==> src/sv/ppst_pkg.sv <==
// Shared types and constants for the per-peer sequence tracker.
`timescale 1ns / 1ps

package ppst_pkg;

    localparam int SEQ_W      = 8;
    localparam int SRC_W      = 16;
    localparam int MAP_BITS   = 256;
    // Widest slot index; 8 bits cover a peer table of up to 256 slots.
    localparam int SLOT_MAX_W = 8;

    localparam logic [1:0] CMD_QUERY  = 2'd0;
    localparam logic [1:0] CMD_MARK   = 2'd1;
    localparam logic [1:0] CMD_UPDATE = 2'd2;
    localparam logic [1:0] CMD_RESET  = 2'd3;

    localparam logic [SEQ_W-1:0] SEQ_HALF = 8'd128;
    localparam logic [SEQ_W-1:0] SEQ_ONE  = 8'd1;

    typedef struct packed {
        logic [1:0]       cmd;
        logic [SRC_W-1:0] source;
        logic [SEQ_W-1:0] seq;
    } ppst_in_t;

    typedef struct packed {
        logic             duplicate;
        logic             out_of_order;
        logic [SEQ_W-1:0] expected_seq;
        logic             status;
    } ppst_out_t;

    // Classified item handed from the front to the back.
    typedef struct packed {
        logic [1:0]            cmd;
        logic [SEQ_W-1:0]      seq;
        logic                  slot_ok;
        logic [SLOT_MAX_W-1:0] slot;
        logic                  status;
    } ppst_task_t;

    // One memory row: expected number and received map of one slot.
    typedef struct packed {
        logic [SEQ_W-1:0]    expected;
        logic [MAP_BITS-1:0] bits;
    } ppst_row_t;

    typedef enum logic [1:0] {
        F_IDLE,
        F_CMP,
        F_PUSH
    } front_state_t;

    typedef enum logic {
        B_IDLE,
        B_READ
    } back_state_t;

endpackage

==> src/sv/ppst_queue.sv <==
// Two-entry queue of classified items between front and back.
`timescale 1ns / 1ps

module ppst_queue (
    input  logic                aclk,
    input  logic                aresetn,
    input  logic                push,
    input  ppst_pkg::ppst_task_t wr_task,
    output logic                full,
    input  logic                pop,
    output ppst_pkg::ppst_task_t rd_task,
    output logic                empty
);
    import ppst_pkg::*;

    ppst_task_t  slot_reg [2];
    logic        wr_ptr_reg;
    logic        rd_ptr_reg;
    logic [1:0]  count_reg;

    assign full    = (count_reg == 2'd2);
    assign empty   = (count_reg == 2'd0);
    assign rd_task = slot_reg[rd_ptr_reg];

    always_ff @(posedge aclk) begin
        if (push) begin
            slot_reg[wr_ptr_reg] <= wr_task;
        end
    end

    always_ff @(posedge aclk) begin
        if (!aresetn) begin
            wr_ptr_reg <= 1'b0;
            rd_ptr_reg <= 1'b0;
            count_reg  <= 2'd0;
        end else begin
            if (push) begin
                wr_ptr_reg <= ~wr_ptr_reg;
            end
            if (pop) begin
                rd_ptr_reg <= ~rd_ptr_reg;
            end
            case ({push, pop})
                2'b10:   count_reg <= count_reg + 2'd1;
                2'b01:   count_reg <= count_reg - 2'd1;
                default: count_reg <= count_reg;
            endcase
        end
    end

endmodule

==> config.mk <==
export PLATFORM = sky130hd
export DESIGN_NAME = ppst_queue
export DESIGN_NICKNAME = d
export VERILOG_FILES = /design/src/sv/ppst_pkg.sv /design/src/sv/ppst_queue.sv
export SDC_FILE = /design/constraint.sdc
export NUM_CORES = 1
export LEC_CHECK = 0
export ABC_AREA = 1
export ABC_CLOCK_PERIOD_IN_PS = 2860
export BUFFER_PORTS_ARGS = -buffer_cell sky130_fd_sc_hd__buf_2
export CORE_MARGIN = 2
export CORE_UTILIZATION = 46
export DETAILED_ROUTE_END_ITERATION = 8
export PLACE_DENSITY = 0.7
export REMOVE_ABC_BUFFERS = 1
export SLEW_MARGIN = 20
export SYNTH_ARGS = -nofsm -noshare
export SYNTH_HDL_FRONTEND = slang
export SYNTH_SLANG_ARGS = --single-unit
==> constraint.sdc <==
create_clock -name aclk -period 2.86 [get_ports aclk]
set_input_delay 0.429 -clock aclk [delete_from_list [all_inputs] [get_ports aclk]]
set_output_delay 0.429 -clock aclk [all_outputs]
set_load 0.05 [all_outputs]
==> impl_metrics.tcl <==
set metrics [dict create \
    outcome "finished, final reports clean" \
    nFillCells 293 \
    htree_levels 2 \
    diodes 0 \
    critPathLaunchType "flop" \
    drt_pre_antenna_iters 3 \
    ys_ff_latch 45 \
    final_nets 174 \
    ys_types 11 \
    hold_path_depth 1 \
    cts_hold_buffers 0 \
    path_clk_slew_ns 0.07 \
    vias_per_cell 4.690 \
    hp-start "wr_task[5]" \
    grt_setup_unrepaired "false" \
    fp.dieArea_um2 4315 \
    r2r_end "slot_reg[1][4]" \
    slew_violations 0 \
    syn_inst 97 \
    synthSimpleGateAreaFrac_pct 4.646 \
    vdd_drop_max_uv 489.9 \
    synthMuxAreaShare_pct 17.16 \
    synth_area_leaders "edfxtp_1 (69%), mux2_4 (17%), dfxtp_1 (5.7%)" \
    slew-limit-headroom_pct 45.83 \
    finalCritPeriodShare_pct 66.85 \
    synthAdderAreaFrac_pct 0.7148 \
    setup_viol 0 \
    post-dp-hpwl_um 1837 \
    worstSkewPairLatency_ns 0.29 \
    synth_top_family_by_area "multiplexers" \
    crit_path_max_fanout 20 \
    rows 22 \
    io_pins 46 \
    ys_seq_area_share_pct 74.34 \
    grt_pass1_wl_um 3988 \
    dpl.cell_count 190 \
    reg2reg_slack_ns 1.45 \
    largest_register_ffs 40 \
    p_per_area_nw_per_um2 681.0 \
    first_global_vias 900 \
    grt_use_total_pct 13.21 \
    critPathKind "reg -> out" \
    reg2reg_from "wr_ptr_reg" \
    syn_avg_cell_area_um2 18.05 \
    synth_compound_area_share_pct 0.5718 \
    p_leak_nw 0.8955 \
    wl_per_cell_um 12.68 \
    fmax_mhz 523.1 \
    finalInstanceArea_um2 2135 \
    numPortBuffers 45 \
    initial_core_util_pct 47.81 \
    maxCapViolCount 0 \
    clockBufferDepth 2 \
    syn_area_um2 1750 \
    arrival_ns 1.48 \
    die_w_um 65.69 \
    finalCriticalPeriod_ns 1.912 \
    vias 924 \
    max_slew.worst_pin.slew_ns 0.8117 \
    finalWirelength_um 2497 \
    synth.yosys.warnings 0 \
    synth_top_area_share_pct 68.62 \
    placed_area_um2 2031 \
    setup_tns_ns 0 \
    hp-class "in -> reg" \
    core_um2 3661 \
    reg2reg_depth 2 \
    gp_congestion 0.6038 \
    cts_tree "yes" \
    drc 0 \
    antenna_left 0 \
    clkSinkCount 45 \
    cp.required_ns 2.43 \
    die_h_um 65.69 \
    grt_overflow 0 \
    skew_ns 0.005901 \
    synth_xor_area_share_pct 0 \
    min_to "slot_reg[1][5]" \
    cts_made_buffers 5 \
    synth_top_cell_by_area "edfxtp_1" \
    cts_resized 0 \
    drt_iter0_markers 36 \
    final_cells 197 \
    cts_setup_buffers 0 \
    syn2layout_area_growth_pct 21.94 \
    root_buffer "clkbuf_8" \
    grt_max_degree 21 \
    antenna_found_initial 0 \
    drive_above_1_share_pct 50.34 \
    hold_violations 0 \
    cp-end-kind "output pin" \
]
==> metal layers <==
layer / part of all wire (%) / wire length [um] / vias to the layer above / track usage [%]
li1: - / - / 452 / -
met1: 40 / 1000 / 438 / 13.92
met2: 51 / 1263 / 30 / 22.47
met3: 7.4 / 185 / 4 / 5.822
met4: 1.9 / 47 / 0 / 6.250
met5: 0 / 0 / - / 0
==> final cells by class <==
class / instances / area [um^2] / area share, %
Clock buffer: 5 / 68.82 / 3.224
Clock inverter: 2 / 35.03 / 1.641
Inverter: 6 / 22.52 / 1.055
Multi-Input combinational cell: 44 / 406.6 / 19.05
Sequential cell: 45 / 1301 / 60.96
Tap cell: 48 / 60.06 / 2.814
Timing Repair Buffer: 47 / 240.2 / 11.25
==> cell families (layout without fill, tap and decap cells) <==
group	count (synthesis)	after routing
flops	45	45
simple gates	21	21
mux	20	20
buf+inv	8	60
compound gates	2	2
fa+ha+maj	1	1
==> cells in the final DEF (no fill, tap or decap) <==
cell,netlist,routed
bufinv_16,0,1
nand2_1,8,8
clkinv_2,0,1
dfxtp_1,5,5
a21oi_1,1,1
buf_2,0,45
edfxtp_1,40,40
nor2_2,0,1
clkbuf_8,0,5
mux2_4,20,20
buf_4,0,2
inv_1,6,6
o21ai_0,1,1
nor2_1,12,11
nand4_1,1,1
ha_1,1,1
==> cell usage after synthesis (all sizes together) <==
library cell and number:
nor2 12, mux2 20, buf 2, nand4 1
o21ai 1, nand2 8, dfxtp 5, edfxtp 40
ha 1, inv 6, a21oi 1
==> worst max path at each step <==
stage,from,end,cells after the start
2_1_floorplan,flop,rd_task[0],1
3_3_place_gp,flop,rd_task[3],3
3_5_place_dp,flop,rd_task[2],3
4_1_cts,flop,rd_task[3],3
5_1_grt,flop,rd_task[12],3
6_report,flop,rd_task[2],3
==> per-stage QoR <==
step	utilization (%)	hold WS (ns)	setup slack, ns	total power [mW]
2_1_floorplan	-	0.4635	1.033	0.9714
3_3_place_gp	55.47	0.4765	1.261	1.025
3_5_place_dp	55.47	0.5108	1.245	1.032
4_1_cts	58.30	0.3094	0.9222	1.470
5_1_grt	58.30	0.3095	0.8616	1.509
6_report	58.30	0.3240	0.9482	1.454
==> power by group <==
part	leakage [nW]	switching [mW]	internal [mW]	total [mW]
Combinational	0.424	0.166	0.0809	0.246
Clock	0.0540	0.186	0.254	0.439
Sequential	0.417	0.0121	0.756	0.768
==> critical path, cell delays in order, from the launching register on <==
cell	delay [ns]
dfxtp_1	0.31
buf_4	0.34
mux2_4	0.34
buf_2	0.21
No activity file was read; power rests on OpenSTA's default activity.
