## config.mk

```make
export PLATFORM = sky130hd
export DESIGN_NAME = ppst_front
export DESIGN_NICKNAME = d
export VERILOG_FILES = /design/src/sv/ppst_pkg.sv /design/src/sv/ppst_front.sv
export SDC_FILE = /design/constraint.sdc
export NUM_CORES = 1
export LEC_CHECK = 0
export ABC_AREA = 1
export BUFFER_PORTS_ARGS = -buffer_cell sky130_fd_sc_hd__buf_2
export CELL_PAD_IN_SITES_DETAIL_PLACEMENT = 1
export CELL_PAD_IN_SITES_GLOBAL_PLACEMENT = 1
export CORE_MARGIN = 4
export CORE_UTILIZATION = 39
export DETAILED_ROUTE_END_ITERATION = 6
export MAX_ROUTING_LAYER = met4
export PLACE_DENSITY = 0.66
export SLEW_MARGIN = 10
export SYNTH_ARGS = -nofsm -noshare
export SYNTH_HDL_FRONTEND = slang
export SYNTH_SLANG_ARGS = --single-unit
export TNS_END_PERCENT = 1
```

## constraint.sdc

```tcl
create_clock -name aclk -period 2.92 [get_ports aclk]
set_input_delay 0.146 -clock aclk [delete_from_list [all_inputs] [get_ports aclk]]
set_output_delay 0.146 -clock aclk [all_outputs]
set_load 0.01 [all_outputs]
```

## src/sv/ppst_pkg.sv

```systemverilog
// Shared types and constants for the per-peer sequence tracker.
`timescale 1ns / 1ps

package ppst_pkg;

    localparam int SEQ_W      = 8;
    localparam int SRC_W      = 16;
    localparam int MAP_BITS   = 256;
    // Widest slot index; 8 bits cover a peer table of up to 256 slots.
    localparam int SLOT_MAX_W = 8;

    localparam logic [1:0] CMD_QUERY  = 2'd0;
    localparam logic [1:0] CMD_MARK   = 2'd1;
    localparam logic [1:0] CMD_UPDATE = 2'd2;
    localparam logic [1:0] CMD_RESET  = 2'd3;

    localparam logic [SEQ_W-1:0] SEQ_HALF = 8'd128;
    localparam logic [SEQ_W-1:0] SEQ_ONE  = 8'd1;

    typedef struct packed {
        logic [1:0]       cmd;
        logic [SRC_W-1:0] source;
        logic [SEQ_W-1:0] seq;
    } ppst_in_t;

    typedef struct packed {
        logic             duplicate;
        logic             out_of_order;
        logic [SEQ_W-1:0] expected_seq;
        logic             status;
    } ppst_out_t;

    // Classified item handed from the front to the back.
    typedef struct packed {
        logic [1:0]            cmd;
        logic [SEQ_W-1:0]      seq;
        logic                  slot_ok;
        logic [SLOT_MAX_W-1:0] slot;
        logic                  status;
    } ppst_task_t;

    // One memory row: expected number and received map of one slot.
    typedef struct packed {
        logic [SEQ_W-1:0]    expected;
        logic [MAP_BITS-1:0] bits;
    } ppst_row_t;

    typedef enum logic [1:0] {
        F_IDLE,
        F_CMP,
        F_PUSH
    } front_state_t;

    typedef enum logic {
        B_IDLE,
        B_READ
    } back_state_t;

endpackage

```

## src/sv/ppst_front.sv

```systemverilog
// Front: accepts items, matches the source against the peer table, allocates slots.
`timescale 1ns / 1ps

module ppst_front #(
    parameter int PEERS = 16
) (
    input  logic                 aclk,
    input  logic                 aresetn,
    input  logic                 s_valid,
    output logic                 s_ready,
    input  ppst_pkg::ppst_in_t   s_data,
    output logic                 push,
    output ppst_pkg::ppst_task_t task_out,
    input  logic                 q_full
);
    import ppst_pkg::*;

    localparam int SLOT_W = (PEERS > 1) ? $clog2(PEERS) : 1;
    localparam int CNT_W  = $clog2(PEERS + 1);

    front_state_t       state_reg, state_next;
    ppst_in_t           in_reg;
    logic [SRC_W-1:0]   src_reg [PEERS];
    logic [CNT_W-1:0]   count_reg;
    logic [PEERS-1:0]   hit_vec_reg, hit_vec_next;
    logic [SLOT_W-1:0]  slot_enc;
    logic               hit_any;
    logic               wants_slot;
    logic               table_full;
    logic               alloc;

    // Slots fill from zero upward and are never released, so the first
    // count_reg slots are exactly the valid ones.
    always_comb begin
        for (int p = 0; p < PEERS; p++) begin
            hit_vec_next[p] = (CNT_W'(p) < count_reg) && (src_reg[p] == in_reg.source);
        end
    end

    // Source ids are unique among valid slots, so at most one bit is set.
    always_comb begin
        slot_enc = '0;
        for (int p = 0; p < PEERS; p++) begin
            if (hit_vec_reg[p]) begin
                slot_enc = slot_enc | SLOT_W'(p);
            end
        end
    end

    assign hit_any    = |hit_vec_reg;
    assign wants_slot = (in_reg.cmd == CMD_MARK) || (in_reg.cmd == CMD_UPDATE);
    assign table_full = (count_reg == CNT_W'(PEERS));
    assign alloc      = !hit_any && wants_slot && !table_full;

    always_comb begin
        task_out.cmd     = in_reg.cmd;
        task_out.seq     = in_reg.seq;
        task_out.slot_ok = hit_any || alloc;
        task_out.slot    = hit_any ? SLOT_MAX_W'(slot_enc) : SLOT_MAX_W'(count_reg);
        task_out.status  = !hit_any && wants_slot && table_full;
    end

    always_comb begin
        case (state_reg)
            F_IDLE:  state_next = s_valid ? F_CMP : F_IDLE;
            F_CMP:   state_next = F_PUSH;
            F_PUSH: begin
                if (q_full) begin
                    state_next = F_PUSH;
                end else begin
                    state_next = s_valid ? F_CMP : F_IDLE;
                end
            end
            default: state_next = F_IDLE;
        endcase
    end

    always_comb begin
        case (state_reg)
            F_IDLE: begin
                s_ready = 1'b1;
                push    = 1'b0;
            end
            F_PUSH: begin
                s_ready = !q_full;
                push    = !q_full;
            end
            default: begin
                s_ready = 1'b0;
                push    = 1'b0;
            end
        endcase
    end

    always_ff @(posedge aclk) begin
        if (s_valid && s_ready) begin
            in_reg <= s_data;
        end
        hit_vec_reg <= hit_vec_next;
        if (push && alloc) begin
            src_reg[count_reg[SLOT_W-1:0]] <= in_reg.source;
        end
    end

    always_ff @(posedge aclk) begin
        if (!aresetn) begin
            state_reg <= F_IDLE;
            count_reg <= '0;
        end else begin
            state_reg <= state_next;
            if (push && alloc) begin
                count_reg <= count_reg + CNT_W'(1);
            end
        end
    end

`ifndef SYNTH
    a_count_bound: assert property (@(posedge aclk) disable iff (!aresetn)
        count_reg <= CNT_W'(PEERS))
        else $error("peer count above table size");

    a_unique_hit: assert property (@(posedge aclk) disable iff (!aresetn)
        state_reg == F_PUSH |-> $onehot0(hit_vec_reg))
        else $error("source matched more than one slot");

    a_alloc_count: assert property (@(posedge aclk) disable iff (!aresetn)
        push && alloc |=> count_reg == $past(count_reg) + CNT_W'(1))
        else $error("allocation did not advance peer count");
`endif

endmodule

```

==> results.md <==
- DRT Pass-1 Iters: 5
- Initial DRC count: around 660
- Setup-failing EPs final: 0
- Post_cts resized: 0
- Adder-Cell Fraction of Synth Area: 0.00387
- GRT Overall Usage: 0.206
- Post-Route WL: between 30000 and 40000 um
- Net Switching: 2.09 mW
- Final Critical Period: 2.31 ns
- Final period utilization: 0.791
- Most used DFF post-synth: edfxtp_1
- Die H: 190 um
- Final hold violations: 0
- Row cnt: 66
- Signal arrival time at the worst endpoint: 2.16 ns
- Crit-path max FO: 9
- Clock sink count: 305
- Critical Path Sink Type: output port
- I/O Buffers: between 40 and 50
- Gr ovfl total: 0
- Xor and xnor area share after synthesis: 0.0996
- Drc violations: 0
- ANT nets after route: 0
- Clock power share: 0.438
- Synth Register Bits: 305
- Maximum vdd drop: 0.000588 V
- Routed via count: around 8200
- Setup slack at placement: around 0.8 ns
- P per Cell Area: about 640 nW/um2
- Vias in the first global route: 8674
- Total CTS buffers: 34
- Switching fraction of total power: 0.215
- Die area: 36100 um2
- Leak: 5.30 nW
- Core area: 32600 um2
- Logic pwr share: 0.062
- Fmax achieved: 433 MHz
- Sequential Power Share: 0.499
- Post-synthesis cell count: 977
- Worst skew pair latency: about 0.52 ns
- Measured slew at the worst slew-check pin: 0.993 ns
- Synth Area in Compound Gates: 0.0558
- Synthesized area: about 13000 um2
- Nets: 1124
- Ratio of cells with drive above 1 in the final layout: 0.159
- Slew margin rel.: 0.338
- Worst hold path type: in -> reg
- Number of flops mapped to enable cells by yosys: 282
- Sequential area share after synthesis: 0.691
- Synth warnings: 0
- Outcome: finished clean
- MaxCap Viol Count: 0
- Area occupied by multi-input gates: 3530 um2
- Worst-path clk slew: 0.06 ns
- Die width: approximately 190 um
- CTS root buf: clkbuf_16
- Startpoint class of the critical path: flop
- Reg area: ~9000 um2
- DR vias/cell: about 5.2
- Final HPWL DP: 22900 um
- Largest net degree at the start of global routing: 32
- Skew final: between 0.02 and 0.03 ns
- Async SR Flop Fraction: 0
- Netlist cell types: 40
- Final Wtd Congestion: 0.900
- Fin area: around 15000 um2
- Synth Area in Simple Gates: 0.113
- Internal: approximately 7.6 mW
- Clk buf depth: 3
- P&R area growth vs syn: 17.9%
- Syn_area_per_cell: 13.2 um2
- RSZ-0062 raised after global routing: false
- Max reg flops: 256
- Worst endpoint required time: 2.77 ns
- I/O pin cnt: 52
- Initial core utilization: 0.396
- Fin worst setup slack: 0.610 ns
- Htree depth: 2
- N_diodes: 0
- Initial antenna violation count: 0
- Dpl cell area: 13800 um2
- Global-route wire length before repair: 53600 um
- CTS tree: built
- Mux cell area share after synthesis: 0
- Main combinational cell family by area after synthesis: simple AND/OR/NAND/NOR gates
- Fin Setup TNS: 0 ns
- Fillers: around 3300
- Critical path type: reg -> out
- Slew Viols, Final: 0
- Routed WL per cell: ~23 um
## final cells by class
type / instances / share of cell area
clock buffer: 45 / 0.0613
inverter: 47 / 0.0121
tap: 442 / 0.0363
multi-input combinational: 580 / 0.232
clock inverter: 16 / 0.0115
sequential: 305 / 0.586
timing repair buffer: 122 / 0.0609
## power by group through the flow
stage | Clock [mW] | Combinational [mW] | Sequential (mW)
CTS | 4.31 | 0.610 | 4.85
detailed placement | 0 | 0.578 | 4.94
floorplan | 0 | 0.318 | 4.95
finish | 4.25 | 0.605 | 4.85
global placement | 0 | 0.561 | 4.94
global route | 4.54 | 0.655 | 4.85
## metal layers
metal	vias up	global-route usage	share of wire
met4	0	0.0526	0.025
met1	4165	0.274	0.44
met2	238	0.335	0.48
li1	3697	-	-
met3	66	0.0305	0.055
met5	-	-	0
## cells by family (layout without fill, tap and decap cells)
| kind of cell | after synthesis | count (layout) |
|---|---|---|
| other | 1 | 3 |
| AOI/OAI and AO/OA | 109 | 109 |
| adders and majority gates | 4 | 4 |
| xor gates and xnor gates | 147 | 147 |
| and+or+nand+nor | 317 | 317 |
| buffers and inverters | 94 | 230 |
| DFF | 305 | 305 |
## what timing repair did
item | CTS | global route
hold endpoints to repair | 30 | 0
hold buffers | 28 | 0
buffers inserted | 0 | 0
## worst paths after layout
path,startpoint,end,slack [ns],cells past startpoint
max,count_reg[0]$_SDFFE_PN0P_,task_out[0],0.61,5
min,q_full,state_reg[0]$_SDFF_PN0_,0.002,4
max reg2reg,count_reg[0]$_SDFFE_PN0P_,src_reg[6][11]$_DFFE_PP_,0.71,8
min reg2reg,state_reg[1]$_SDFF_PN0_,state_reg[1]$_SDFF_PN0_,0.50,1
## through the flow
step,hold slack (ns),power [mW],utilization,cells
finish,0.00248,9.70,0.467,1557
global route,0.0304,10.0,0.467,1557
CTS,0.00121,9.76,0.467,1557
detailed placement,0.324,5.52,0.425,1468
global placement,0.323,5.50,0.425,1468
floorplan,0.245,5.27,-,979
## cells in the mapped netlist, drive strengths merged (23+ instances only)
cell	n	area, um2
dfxtp	23	460
xnor2	79	692
nor3	35	186
o22ai	24	150
edfxtp	282	8470
nand2	129	519
nor2	92	387
nand3	28	163
buf	42	265
xor2	68	596
o21ai	35	175
inv	47	184
## worst max-delay path, stage by stage (launching register included)
cell and delay [ns]:
dfxtp_1 0.40, inv_1 0.18, ha_1 0.27, nand3_2 0.23, nor3_1 0.37, buf_2 0.20
## placed cells by master (no fill, tap or decap), drive strengths merged, types with 2 or more instances in the layout
cell,n
a211oi,5
a21oi,7
a221oi,10
a22o,14
buf,94
bufinv,4
clkbuf,45
clkinv,11
conb,3
dfxtp,23
dlygate4sd3,28
edfxtp,282
ha,4
inv,48
nand2,129
nand3,28
nand3b,2
nand4,16
nor2,92
nor3,35
nor4,8
o2111ai,3
o211ai,8
o21ai,35
o221ai,2
o22ai,24
or2,7
xnor2,79
xor2,68
Power figures use the tool's default switching activity.
